**src/rtl/ihex_pkg.sv**
```systemverilog
// Shared types, result codes and the hex digit decoder for the HEX record parser.
// No dependencies.
`timescale 1ns / 1ps

package ihex_pkg;

   localparam logic [1:0] KIND_DATA   = 2'd0;
   localparam logic [1:0] KIND_OK     = 2'd1;
   localparam logic [1:0] KIND_SUM    = 2'd2;
   localparam logic [1:0] KIND_FORMAT = 2'd3;

   localparam logic [7:0] TYPE_DATA  = 8'h00;
   localparam logic [7:0] TYPE_UPPER = 8'h04;

   localparam int POS_W = 10;

   typedef struct packed {
      logic [1:0]  kind;
      logic [7:0]  byte_value;
      logic [15:0] byte_address;
      logic [15:0] upper_address;
      logic [7:0]  record_type;
      logic [7:0]  record_length;
      logic [15:0] record_address;
   } result_type;

   typedef struct packed {
      logic       ok;
      logic [3:0] value;
   } digit_type;

   // ASCII hex digit to nibble; ok is low for anything that is not 0-9, A-F or a-f.
   function automatic digit_type hex_decode(input logic [7:0] c);
      digit_type d;
      d.ok    = 1'b1;
      d.value = 4'd0;
      if (c >= 8'h30 && c <= 8'h39) begin
         d.value = 4'(c - 8'h30);
      end else if (c >= 8'h41 && c <= 8'h46) begin
         d.value = 4'(c - 8'h37);
      end else if (c >= 8'h61 && c <= 8'h66) begin
         d.value = 4'(c - 8'h57);
      end else begin
         d.ok = 1'b0;
      end
      return d;
   endfunction

endpackage

```
**src/rtl/intel_hex_record_parser_core.sv**
```systemverilog
// Intel HEX record parser, one ASCII character per input beat.
//
// Input channel (req_): one character per beat; req_line_start marks the first character
// of a record, which is skipped. The characters after it are read as hex digit pairs:
// length, address (high byte first), type, data bytes, checksum.
// Result channel (rsp_): a data byte with its address for every byte of a type-00 record,
// then one record result: accepted, checksum mismatch or format error. A bad digit or a
// record cut short by a new start gives a format error.
// A result is held in the result register before it appears on rsp_. One character is
// taken every cycle while req_stall is low; the decode and field update sit between the
// record state registers and the result register. A skid entry behind the result
// register lets one more result in while rsp_stall holds; req_stall rises only when both
// entries are full, and falls the cycle after the receiver takes a beat.
// Synchronous reset clears the record state, the upper address and both result entries;
// the block then waits for a record start.
// Depends on ihex_pkg, ihex_parse and ihex_out_buf.
`timescale 1ns / 1ps

module intel_hex_record_parser_core import ihex_pkg::*; (
   input  logic        clock,
   input  logic        reset,
   input  logic        req_valid,
   output logic        req_stall,
   input  logic [7:0]  req_character,
   input  logic        req_line_start,
   output logic        rsp_valid,
   input  logic        rsp_stall,
   output logic [1:0]  rsp_kind,
   output logic [7:0]  rsp_byte_value,
   output logic [15:0] rsp_byte_address,
   output logic [15:0] rsp_upper_address,
   output logic [7:0]  rsp_record_type,
   output logic [7:0]  rsp_record_length,
   output logic [15:0] rsp_record_address
);

   logic       accept;
   logic       res_valid;
   logic       full;
   result_type res;
   result_type out_data;

   assign accept    = req_valid & ~full;
   assign req_stall = full;

   ihex_parse u_parse (
      .clock      (clock),
      .reset      (reset),
      .accept     (accept),
      .character  (req_character),
      .line_start (req_line_start),
      .res_valid  (res_valid),
      .res        (res)
   );

   ihex_out_buf u_out_buf (
      .clock     (clock),
      .reset     (reset),
      .in_valid  (res_valid),
      .in_data   (res),
      .full      (full),
      .out_valid (rsp_valid),
      .out_stall (rsp_stall),
      .out_data  (out_data)
   );

   assign rsp_kind           = out_data.kind;
   assign rsp_byte_value     = out_data.byte_value;
   assign rsp_byte_address   = out_data.byte_address;
   assign rsp_upper_address  = out_data.upper_address;
   assign rsp_record_type    = out_data.record_type;
   assign rsp_record_length  = out_data.record_length;
   assign rsp_record_address = out_data.record_address;

endmodule

```
**src/rtl/ihex_parse.sv**
```systemverilog
// Record state and per-character decode: updates the record fields on each accepted beat
// and produces at most one result for it. Depends on ihex_pkg.
`timescale 1ns / 1ps

module ihex_parse import ihex_pkg::*; (
   input  logic       clock,
   input  logic       reset,
   input  logic       accept,
   input  logic [7:0] character,
   input  logic       line_start,
   output logic       res_valid,
   output result_type res
);

   logic [POS_W-1:0] pos_ff, pos_in;
   logic [3:0]       high_ff, high_in;
   logic [7:0]       len_ff, len_in;
   logic [15:0]      addr_ff, addr_in;
   logic [7:0]       type_ff, type_in;
   logic [7:0]       sum_ff, sum_in;
   logic [15:0]      pend_ff, pend_in;
   logic [15:0]      upper_ff, upper_in;
   logic             in_rec_ff, in_rec_in;
   logic             err_ff, err_in;

   digit_type        dig;
   logic [7:0]       byte_val;
   logic [8:0]       bidx;
   logic [8:0]       idx;
   logic             sum_good;

   assign dig      = hex_decode(character);
   assign byte_val = {high_ff, dig.value};
   // Byte index within the record; only used on even positions, which are at least two.
   assign bidx     = pos_ff[POS_W-1:1] - 9'd1;
   assign idx      = bidx - 9'd4;
   assign sum_good = (8'(8'h00 - sum_ff) == byte_val);

   always_comb begin
      pos_in    = pos_ff;
      high_in   = high_ff;
      len_in    = len_ff;
      addr_in   = addr_ff;
      type_in   = type_ff;
      sum_in    = sum_ff;
      pend_in   = pend_ff;
      upper_in  = upper_ff;
      in_rec_in = in_rec_ff;
      err_in    = err_ff;
      res_valid = 1'b0;
      res.kind           = KIND_FORMAT;
      res.byte_value     = 8'd0;
      res.byte_address   = 16'd0;
      res.upper_address  = upper_ff;
      res.record_type    = type_ff;
      res.record_length  = len_ff;
      res.record_address = addr_ff;

      if (accept) begin
         if (line_start) begin
            // A start while a record is open reports the old one as cut short.
            res_valid = in_rec_ff;
            in_rec_in = 1'b1;
            err_in    = 1'b0;
            pos_in    = POS_W'(1);
            high_in   = 4'd0;
            len_in    = 8'd0;
            addr_in   = 16'd0;
            type_in   = 8'd0;
            sum_in    = 8'd0;
            pend_in   = 16'd0;
         end else if (in_rec_ff) begin
            if (!dig.ok) begin
               res_valid = 1'b1;
               in_rec_in = 1'b0;
               err_in    = 1'b1;
            end else if (pos_ff[0]) begin
               high_in = dig.value;
               pos_in  = pos_ff + POS_W'(1);
            end else begin
               pos_in = pos_ff + POS_W'(1);
               if (bidx == 9'd4 + {1'b0, len_ff}) begin
                  in_rec_in = 1'b0;
                  res_valid = 1'b1;
                  if (sum_good) begin
                     res.kind = KIND_OK;
                     if (type_ff == TYPE_UPPER) begin
                        upper_in          = pend_ff;
                        res.upper_address = pend_ff;
                     end
                  end else begin
                     res.kind = KIND_SUM;
                  end
               end else begin
                  sum_in = sum_ff + byte_val;
                  case (bidx)
                     9'd0: len_in = byte_val;
                     9'd1: addr_in = {byte_val, 8'd0};
                     9'd2: addr_in = {addr_ff[15:8], byte_val};
                     9'd3: type_in = byte_val;
                     default: begin
                        if (type_ff == TYPE_DATA) begin
                           res_valid        = 1'b1;
                           res.kind         = KIND_DATA;
                           res.byte_value   = byte_val;
                           res.byte_address = addr_ff + {7'd0, idx};
                        end else if (type_ff == TYPE_UPPER) begin
                           if (idx == 9'd0) begin
                              pend_in = {byte_val, pend_ff[7:0]};
                           end else if (idx == 9'd1) begin
                              pend_in = {pend_ff[15:8], byte_val};
                           end
                        end
                     end
                  endcase
               end
            end
         end
      end
   end

   always_ff @(posedge clock) begin
      if (reset) begin
         pos_ff    <= '0;
         high_ff   <= '0;
         len_ff    <= '0;
         addr_ff   <= '0;
         type_ff   <= '0;
         sum_ff    <= '0;
         pend_ff   <= '0;
         upper_ff  <= '0;
         in_rec_ff <= 1'b0;
         err_ff    <= 1'b0;
      end else begin
         pos_ff    <= pos_in;
         high_ff   <= high_in;
         len_ff    <= len_in;
         addr_ff   <= addr_in;
         type_ff   <= type_in;
         sum_ff    <= sum_in;
         pend_ff   <= pend_in;
         upper_ff  <= upper_in;
         in_rec_ff <= in_rec_in;
         err_ff    <= err_in | (err_ff & ~in_rec_in);
      end
   end

endmodule

```
**src/rtl/ihex_out_buf.sv**
```systemverilog
// Result register with a skid entry, so the input side keeps moving while a result waits.
// Depends on ihex_pkg.
`timescale 1ns / 1ps

module ihex_out_buf import ihex_pkg::*; (
   input  logic       clock,
   input  logic       reset,
   input  logic       in_valid,
   input  result_type in_data,
   output logic       full,
   output logic       out_valid,
   input  logic       out_stall,
   output result_type out_data
);

   logic       main_v_ff, main_v_in;
   logic       skid_v_ff, skid_v_in;
   result_type main_ff, main_in;
   result_type skid_ff, skid_in;
   logic       moving;

   assign moving    = main_v_ff & ~out_stall;
   assign full      = skid_v_ff;
   assign out_valid = main_v_ff;
   assign out_data  = main_ff;

   always_comb begin
      main_v_in = main_v_ff & ~moving;
      skid_v_in = skid_v_ff;
      main_in   = main_ff;
      skid_in   = skid_ff;
      if (skid_v_ff) begin
         if (moving) begin
            main_in   = skid_ff;
            main_v_in = 1'b1;
            skid_v_in = 1'b0;
         end
      end else if (in_valid) begin
         // New beats only arrive while the skid entry is empty.
         if (!main_v_ff || moving) begin
            main_in   = in_data;
            main_v_in = 1'b1;
         end else begin
            skid_in   = in_data;
            skid_v_in = 1'b1;
         end
      end
   end

   always_ff @(posedge clock) begin
      if (reset) begin
         main_v_ff <= 1'b0;
         skid_v_ff <= 1'b0;
      end else begin
         main_v_ff <= main_v_in;
         skid_v_ff <= skid_v_in;
      end
      main_ff <= main_in;
      skid_ff <= skid_in;
   end

endmodule
```
**config.mk**
```make
export PLATFORM = sky130hd
export DESIGN_NAME = intel_hex_record_parser_core
export DESIGN_NICKNAME = d
export VERILOG_FILES = /design/src/rtl/ihex_pkg.sv /design/src/rtl/intel_hex_record_parser_core.sv /design/src/rtl/ihex_parse.sv /design/src/rtl/ihex_out_buf.sv
export SDC_FILE = /design/constraint.sdc
export NUM_CORES = 1
export LEC_CHECK = 0
export BUFFER_PORTS_ARGS = -buffer_cell sky130_fd_sc_hd__buf_4
export CAP_MARGIN = 20
export CORE_ASPECT_RATIO = 1.2
export CORE_MARGIN = 1.5
export CORE_UTILIZATION = 54
export DETAILED_ROUTE_END_ITERATION = 16
export GPL_TIMING_DRIVEN = 0
export PLACE_DENSITY = 0.76
export SYNTH_ARGS = -nofsm -noshare
export SYNTH_HDL_FRONTEND = slang
export SYNTH_HIERARCHICAL = 1
export SYNTH_SLANG_ARGS = --single-unit
```
**constraint.sdc**
```tcl
create_clock -name clock -period 8.9 [get_ports clock]
set_input_delay 0 -clock clock [delete_from_list [all_inputs] [get_ports clock]]
set_output_delay 0 -clock clock [all_outputs]
set_load 0.01 [all_outputs]
```
==> results of run 1 <==
[cell families after synthesis]
logic type,Yosys count,synth area share
XOR/XNOR,49,0.04329
flip-flops,237,0.5566
AO/OA/AOI/OAI,153,0.1015
buffers and inverters,73,0.03110
multiplexers,90,0.09966
adder cells (fa/ha/maj),34,0.03937
AND/OR/NAND/NOR,246,0.1285
[per-stage QoR]
stage	setup WS [ps]	cells	setup TNS, ps	area [um2]
2_1_floorplan	447.6	882	0	11190
3_3_place_gp	-2377	1235	-175230	12180
3_5_place_dp	4010	1239	0	12280
4_1_cts	4005	1285	0	13090
5_1_grt	3578	1285	0	13090
6_report	3946	1285	0	13090
[worst reg2reg max path: stages, from the launching register on]
cell	delay (ps)
dfxtp_1	430
buf_6	170
inv_1	130
ha_1	270
buf_2	210
xnor2_1	610
ha_1	310
inv_1	80
nor2_1	160
xnor2_1	210
ha_1	320
a21o_1	170
a31oi_1	150
o21ai_0	170
and3_1	230
o21ai_0	500
or3_1	200
a21oi_1	80
mux2_4	290
[power by group]
group          internal [mW]  switching (mW)  leakage, nW  total [mW]
sequential              1.16         0.00346         2.07        1.17
combinational         0.0265          0.0415         2.52      0.0680
clock                  0.571           0.403        0.377       0.974
total                   1.76           0.448         4.97        2.21
[sequential cells by signal, indices dropped and copies added (netlist names)]
| register | cells |
|---|---|
| u_out_buf/full | 1 |
| u_parse/pos_ff | 10 |
| u_parse/addr_ff | 16 |
| u_parse/upper_ff | 16 |
| u_out_buf/out_data | 74 |
| u_parse/high_ff | 4 |
| u_parse/in_rec_ff | 1 |
| u_out_buf/out_valid | 1 |
| u_out_buf/skid_ff | 74 |
| u_parse/pend_ff | 16 |
| u_parse/sum_ff | 8 |
| u_parse/type_ff | 8 |
| u_parse/len_ff | 8 |
[metal layers]
layer	GRT usage	vias to the layer above
met4	0.07625	0
met3	0.02588	45
met1	0.2896	3623
met2	0.3881	219
met5	0	-
li1	-	3518
[path summary, 6_finish.rpt]
check                           start  slack [ps]  depth (start not counted)                     end
setup / recovery    u_parse/pos_ff[1]        3950                         18  u_out_buf/out_data[59]
hold / removal       req_character[1]          50                          4       u_parse/in_rec_ff
setup reg to reg    u_parse/pos_ff[1]        3950                         18  u_out_buf/out_data[59]
hold reg to reg   u_parse/pend_ff[15]         470                          1     u_parse/pend_ff[15]
[Yosys cell counts (5+ instances only)]
| master | number | area (um2) |
|---|---|---|
| dfxtp_1 | 89 | 1782 |
| nand2_1 | 30 | 112.6 |
| a22o_1 | 20 | 175.2 |
| nor3_1 | 22 | 110.1 |
| nor2_1 | 60 | 225.2 |
| mux2_2 | 63 | 709.4 |
| a31oi_1 | 6 | 37.54 |
| a32o_1 | 8 | 80.08 |
| a21oi_1 | 25 | 125.1 |
| a22oi_1 | 8 | 60.06 |
| a21o_1 | 7 | 52.55 |
| o31ai_1 | 8 | 60.06 |
| and3_1 | 5 | 31.28 |
| buf_2 | 14 | 70.07 |
| xor2_1 | 16 | 140.1 |
| or3_1 | 17 | 106.4 |
| ha_1 | 32 | 400.4 |
| mux2_4 | 27 | 405.4 |
| nand3b_1 | 17 | 127.6 |
| o21ai_0 | 29 | 145.1 |
| clkbuf_1 | 19 | 71.32 |
| inv_1 | 30 | 112.6 |
| nand2b_1 | 9 | 56.30 |
| nor2b_1 | 23 | 143.9 |
| nor3b_1 | 6 | 45.04 |
| o21a_1 | 6 | 45.04 |
| buf_6 | 7 | 78.83 |
| nand3_1 | 18 | 90.09 |
| xnor2_1 | 29 | 254.0 |
| edfxtp_1 | 148 | 4444 |
[cell type report]
| cell class | instances | area [um2] |
|---|---|---|
| fill | 1552 | 7164 |
| buffer | 43 | 235.2 |
| inverter | 30 | 112.6 |
| tap | 265 | 331.6 |
| clock inverter | 12 | 122.6 |
| sequential | 237 | 6226 |
| multi-input combinational | 572 | 4631 |
| clock buffer | 30 | 643.1 |
| timing repair buffer | 96 | 788.3 |
==> summary.md, run 1 <==
| Metric | Value |
|---|---|
| Outcome | complete, no violations |
| CP max-delay cell | xnor2_1 |
| Fmax | 0.2019 GHz |
| Starting density of the core | 0.5523 |
| Grt total ovfl | 0 |
| Layout area overhead | 17.03% |
| Core area | 20,250 um2 |
| Root Buffer | clkbuf_16 |
| Antenna violations before repair | 0 |
| Setup repair bufs after CTS | 0 |
| Syn Std Cell Area | 11,190 um2 |
| Crit path DAT | 5200 ps |
| Slowest stage delay, CP | 610 ps |
| DRT met1 WL | 10,110 um |
| Vias in the first global route | about 7,300 |
| Met2 routed WL | 11,970 um |
| I/O Buffers | 88 |
| Net count after synthesis | 929 |
| Final core area utilization | 0.6463 |
| Pre-antenna DRT Iters | 5 |
| Commonest non-fill, non-tap cell in the layout | edfxtp_1 |
| Fin nets | ~1,100 |
| Post-CTS Hold Buffers | 4 |
| Most frequent cells in the layout | edfxtp_1 (148), buf_4 (89), dfxtp_1 (89) |
| # DRC | 0 |
| Die height | about 160 um |
| Top_reg_cell synth | edfxtp_1 |
| Clk Latency, worst-skew pair | between 500 and 600 ps |
| CTS tree | done |
| Bufs and invs on worst path | 4 |
| EDFF count, synth | 148 |
| Fin crit period | 4954 ps |
| Post-synthesis cell type count | 77 |
| Max Cap Viol | 0 |
| Htree depth | 1 |
| Die Area | 21,590 um2 |
| CP Cell Sequence | buf_6, inv_1, ha_1, buf_2, xnor2_1, ha_1, inv_1, nor2_1, xnor2_1, ha_1, a21o_1, a31oi_1, o21ai_0, and3_1, o21ai_0, or3_1, a21oi_1, mux2_4 |
| PostCTS Resize Cnt | 0 |
| PwrDens | about 170 nW/um2 |
| Setup violations, final | 0 |
| Avg Cell Area, Syn | 12.68 um2 |
| Rel. slew slack | 0.2950 |
| Post-route ant nets | 0 |
| Global Route Usage Sum | 0.2233 |
| Worst-Margin Slew | 1057 ps |
| Vias/cell | 5.763 |
| HPWL Detailed | 17,280 um |
| Min-Delay Path Class | in -> reg |
| CTS Sinks | 237 |
| Largest delay contributor family on the critical path | compound AO/OA/AOI/OAI gates |
| Leak | around 5 nW |
| Cells after Synth | 882 |
| Pin count of the biggest net entering global routing | 35 |
| Crit share post-route | 0.5566 |
| Top layer in use | met4 |
| Slew Viols, Final | 0 |
| Worst Skew | 16.52 ps |
| Flops & latches, synth | ~240 |
| CTS max path bufs | 3 |
| First-pass GRT wire length | between 30,000 and 40,000 um |
| Max FO, Critical Path | 10 |
| Clk pin slew, worst setup/hold paths | around 70 ps |
| RSZ-0062 raised after global routing | no |
| Cell mode on critical path | ha_1 |
| Ratio of cells with drive above 1 in the final layout | 0.2618 |
| CP Capture Type | flop |
| Top Ports | 89 |
| DR WL/cell | 18.62 um |
| Worst EP required | 9150 ps |
| Post-Route WL | 23,920 um |
| Diodes inserted | 0 |
| Type of origin of the critical path | flop |
| Num CTS Buffers | 23 |
| Hold slack final | 45.95 ps |
| Iter 0 DRT Violations | 524 |
| # rows | 57 |
| Die W | around 130 um |
| Ys async rst share | 0 |
| Post-synthesis sequential area ratio | 0.5566 |
| Synth warn | 6 |
| Kind of critical path | reg -> reg |
| WL met3 | approximately 1200 um |
| GP Congestion | 0.9244 |
| Total power | ~2.2 mW |
| Peak supply drop | 136.7 uV |
| Final Hold Violating Endpoints | 0 |
| Via Count | 7,405 |
Note: power is estimated with default switching activity, not from simulation.
==> run 2: changes to the inputs <==
ABC_AREA = 1   (was default)
CORE_UTILIZATION = 55   (was 54)
PLACE_DENSITY = 0.74   (was 0.76)
clock period = 5 ns   (was 8.9 ns; I/O delays follow)
==> summary.md, run 2 <==
| Metric | Value |
|---|---|
| Via Count | 9,275 (+25%) |
| Global Route Usage Sum | 0.2492 (+0.02587) |
| Fin area | 13,300 um2 (+1.6%) |
| CP Capture Type | flop |
| Worst reg2reg setup slack | 760 ps (-3190 ps) |
| Die W | 135.0 um (+0.45%) |
| Worst EP required | 5400 ps (-3750 ps) |
| # DRC | 0 (unchanged) |
| Top Ports | 89 (unchanged) |
| Register area | 6226 um2 (unchanged) |
| Largest delay contributor family on the critical path | simple AND/OR/NAND/NOR gates |
| Fmax | 0.2356 GHz (+17%) |
| Type of origin of the critical path | flop |
| M1 GR Usage | 0.3431 (+0.05348) |
| Diodes inserted | 0 (unchanged) |
| # rows | 57 (unchanged) |
| Slowest stage delay, CP | 520 ps (-90 ps) |
| Bufs and invs on worst path | 5 (+1) |
| Post-Route WL | 26,670 um (+11%) |
| Pre-antenna DRT Iters | 6 (+1) |
| Hold_sp | req_character[4] |
| Met2 Resource Use GR | 0.4107 (+0.02261) |
| Vias in the first global route | 8,610 (+19%) |
| Top-area cell type share of the netlist area | 0.3865 (-0.01077) |
| CP max-delay cell | dfxtp_1 |
| Setup repair bufs after CTS | 0 (unchanged) |
| Fill count | 1,739 (+12%) |
| Grt total ovfl | 0 (unchanged) |
| Num CTS Buffers | 24 (+4.3%) |
| Max FO, Critical Path | 9 (-1) |
| Ratio of cells with drive above 1 in the final layout | 0.1271 (-0.1347) |
| Worst-Margin Slew | 975.9 ps (-81.55 ps) |
| Sw Ratio | 0.2188 (+0.01597) |
| Placed cell areas | 12,500 um2 (+1.7%) |
| Pre-CTS setup slack | 831.9 ps (-3178 ps) |
| Leak | 5.665 nW (+14%) |
| Crit share post-route | 0.8488 (+0.2922) |
| Flops & latches, synth | 237 (unchanged) |
| Synth warn | 6 (unchanged) |
| Min-Delay Path Class | in -> reg |
| Seq pwr share | 0.524 (-0.004) |
| CP Cell Sequence | inv_1, ha_1, buf_2, inv_1, nand2_1, nand2_1, inv_1, ha_1, nand3_1, nand2_1, ha_1, nand2_1, o21ai_0, a21oi_1, o21ai_0, a21oi_1, nor2_1, nand2_1, inv_1, nand2_1, a21oi_1, nand2_1, nand2_1 |
| PwrDens | 303.0 nW/um2 (+79%) |
| Max Cap Viol | 0 (unchanged) |
| Post-synthesis sequential area ratio | 0.5415 (-0.01508) |
| Share of total power in combinational logic | 0.050 (+0.019) |
| EDFF count, synth | 148 (unchanged) |
| Dominant cells by area after synthesis | edfxtp_1 (39%), nand2_1 (16%), dfxtp_1 (15%) |
| Post-synthesis cell type count | 37 (-52%) |
| Worst R2R Start | u_parse/pos_ff[1] |
| Post-layout worst setup margin | 756.0 ps (-3190 ps) |
| R2R cell count | 23 (+5) |
| Top_reg_cell synth | edfxtp_1 |
| Top Usage Layer GRT | met2 |
| Cell Count, Final, Fillers Out | 1,760 (+37%) |
| Avg Cell Area, Syn | 8.466 um2 (-33%) |
| Peak supply drop | 250.3 uV (+83%) |
| First-pass GRT wire length | 43,210 um (+13%) |
| Top post-synthesis cells by count | nand2_1 (488), edfxtp_1 (148), inv_1 (127), nor2_1 (109), a21oi_1 (92) |
| Antenna violations before repair | 0 (unchanged) |
| Vias/cell | 5.270 (-8.6%) |
| Setup violations, final | 0 (unchanged) |
| Worst Hold Path EP | u_parse/in_rec_ff |
| Met3 Resource Use GR | 0.03923 (+0.01335) |
| Iter 0 DRT Violations | 634 (+21%) |
| Worst setup startpoint | u_parse/pos_ff[1] |
| Net count after synthesis | 1,405 (+51%) |
| HPWL Detailed | 19,500 um (+13%) |
| Worst hold path depth | 8 (+4) |
| Cells after Synth | 1,358 (+54%) |
| Fin crit period | 4244 ps (-709.8 ps) |
| Clk Latency, worst-skew pair | 530 ps (+20 ps) |
| Final Hold Violating Endpoints | 0 (unchanged) |
| Internal power | 3.149 mW (+79%) |
| I/O Buffers | 88 (unchanged) |
| Htree depth | 1 (unchanged) |
| Commonest non-fill, non-tap cell in the layout | nand2_1 |
| Placed insts | 1,711 (+38%) |
| Syn Std Cell Area | 11,500 um2 (+2.8%) |
| Worst Skew | 22.37 ps (+5.854 ps) |
| Setup TNS | 0 ps (unchanged) |
| Most frequent cells in the layout | nand2_1 (488), edfxtp_1 (148), inv_1 (126) |
| Rel. slew slack | 0.3494 (+0.05437) |
| Die height | 161.4 um (+0.45%) |
| Crit Reg-Reg Endpoint | u_out_buf/out_data[60] |
| Cell taking the most area after synthesis | edfxtp_1 |
| Crit path DAT | 4650 ps (-550 ps) |
| Slew Viols, Final | 0 (unchanged) |
| DR WL/cell | 15.15 um (-19%) |
| Outcome | complete, no violations |
| P_sw | 0.8818 mW (+97%) |
| Cell mode on critical path | nand2_1 |
| Post-route ant nets | 0 (unchanged) |
| Count leader, synth | nand2_1 |
| Core area | 20,400 um2 (+0.70%) |
| Layout area overhead | 15.71% |
| CTS tree | done |
| Die Area | 21,780 um2 (+0.90%) |
| Fin nets | 1,524 (+45%) |
| GP Congestion | 0.9110 (-1.4%) |
| RSZ-0062 raised after global routing | no |
| Kind of critical path | reg -> reg |
| Root Buffer | clkbuf_16 |
| PostCTS Resize Cnt | 0 (unchanged) |
| Ys async rst share | 0 (unchanged) |
| Clock share of power | 0.426 (-0.015) |
| CTS Sinks | 237 (unchanged) |
| Area of the multi-input gates | 4493 um2 (-3.0%) |
| Starting density of the core | 0.5637 (+0.01141) |
| CTS max path bufs | 3 (unchanged) |
| Clk pin slew, worst setup/hold paths | 60 ps (about the same) |
| Post-CTS Hold Buffers | 5 (+1) |
| Pin count of the biggest net entering global routing | 75 (+110%) |
## run 2: cell count changes in the layout (fill, tap and decap cells not counted), moves of 27 or more
cell     change
mux2_4      -27
nand2_1    +458
a21oi_1     +67
nand3_1     +58
nand4_1     +32
nor2_1      +50
inv_1       +96
mux2_2      -63
## run 2: per-layer routing
metal  vias up  routed length, um
li1       4668                  -
met1      4266              11670
met2       297              12500
met3        44               1903
met4         0                596
met5         -                  0
## run 2: worst min-delay path: stages
cell,delay (ps)
buf_4,80
nor3_1,50
nand3_1,100
nand2_2,120
inv_1,90
nor2_1,60
nand2_1,60
a21oi_1,50
## run 2: worst max-delay path by stage
stage,endpoint,slack (ps),cells after the start
floorplan,u_out_buf/out_data[0],580,20
global placement,u_out_buf/out_data[2],-690,18
detailed placement,u_out_buf/out_data[3],830,18
CTS,u_out_buf/out_data[50],810,18
global route,u_out_buf/out_data[62],400,22
finish,u_out_buf/out_data[60],760,23
## run 2: cell type report
| cell class | instances | area share |
|---|---|---|
| sequential | 237 | 0.4680 |
| multi-input combinational | 942 | 0.3377 |
| timing repair buffer | 93 | 0.05342 |
| clock buffer | 34 | 0.05022 |
| inverter | 134 | 0.03799 |
| tap | 265 | 0.02492 |
| buffer | 45 | 0.02107 |
| clock inverter | 10 | 0.006677 |
## run 2: power groups by stage
stage	clock network [mW]	logic, mW	registers, mW
finish	1.72	0.203	2.11
floorplan	0	0.110	2.16
CTS	1.74	0.202	2.11
global placement	0	0.195	2.15
detailed placement	0	0.199	2.15
global route	1.82	0.226	2.11
## run 2: logic make-up after synthesis
group,Yosys count,synth area share
simple gates,762,0.2796
fa+ha+maj,34,0.03831
compound gates,126,0.05724
flops,237,0.5415
buf+inv,179,0.06813
xor+xnor,20,0.01524
## run 2: through the flow
step	util	total power, mW	hold WS [ps]
floorplan	-	2.272	69.07
global placement	0.6123	2.350	196.5
detailed placement	0.6127	2.353	196.0
CTS	0.6523	4.053	116.0
global route	0.6523	4.158	185.6
finish	0.6523	4.031	131.6
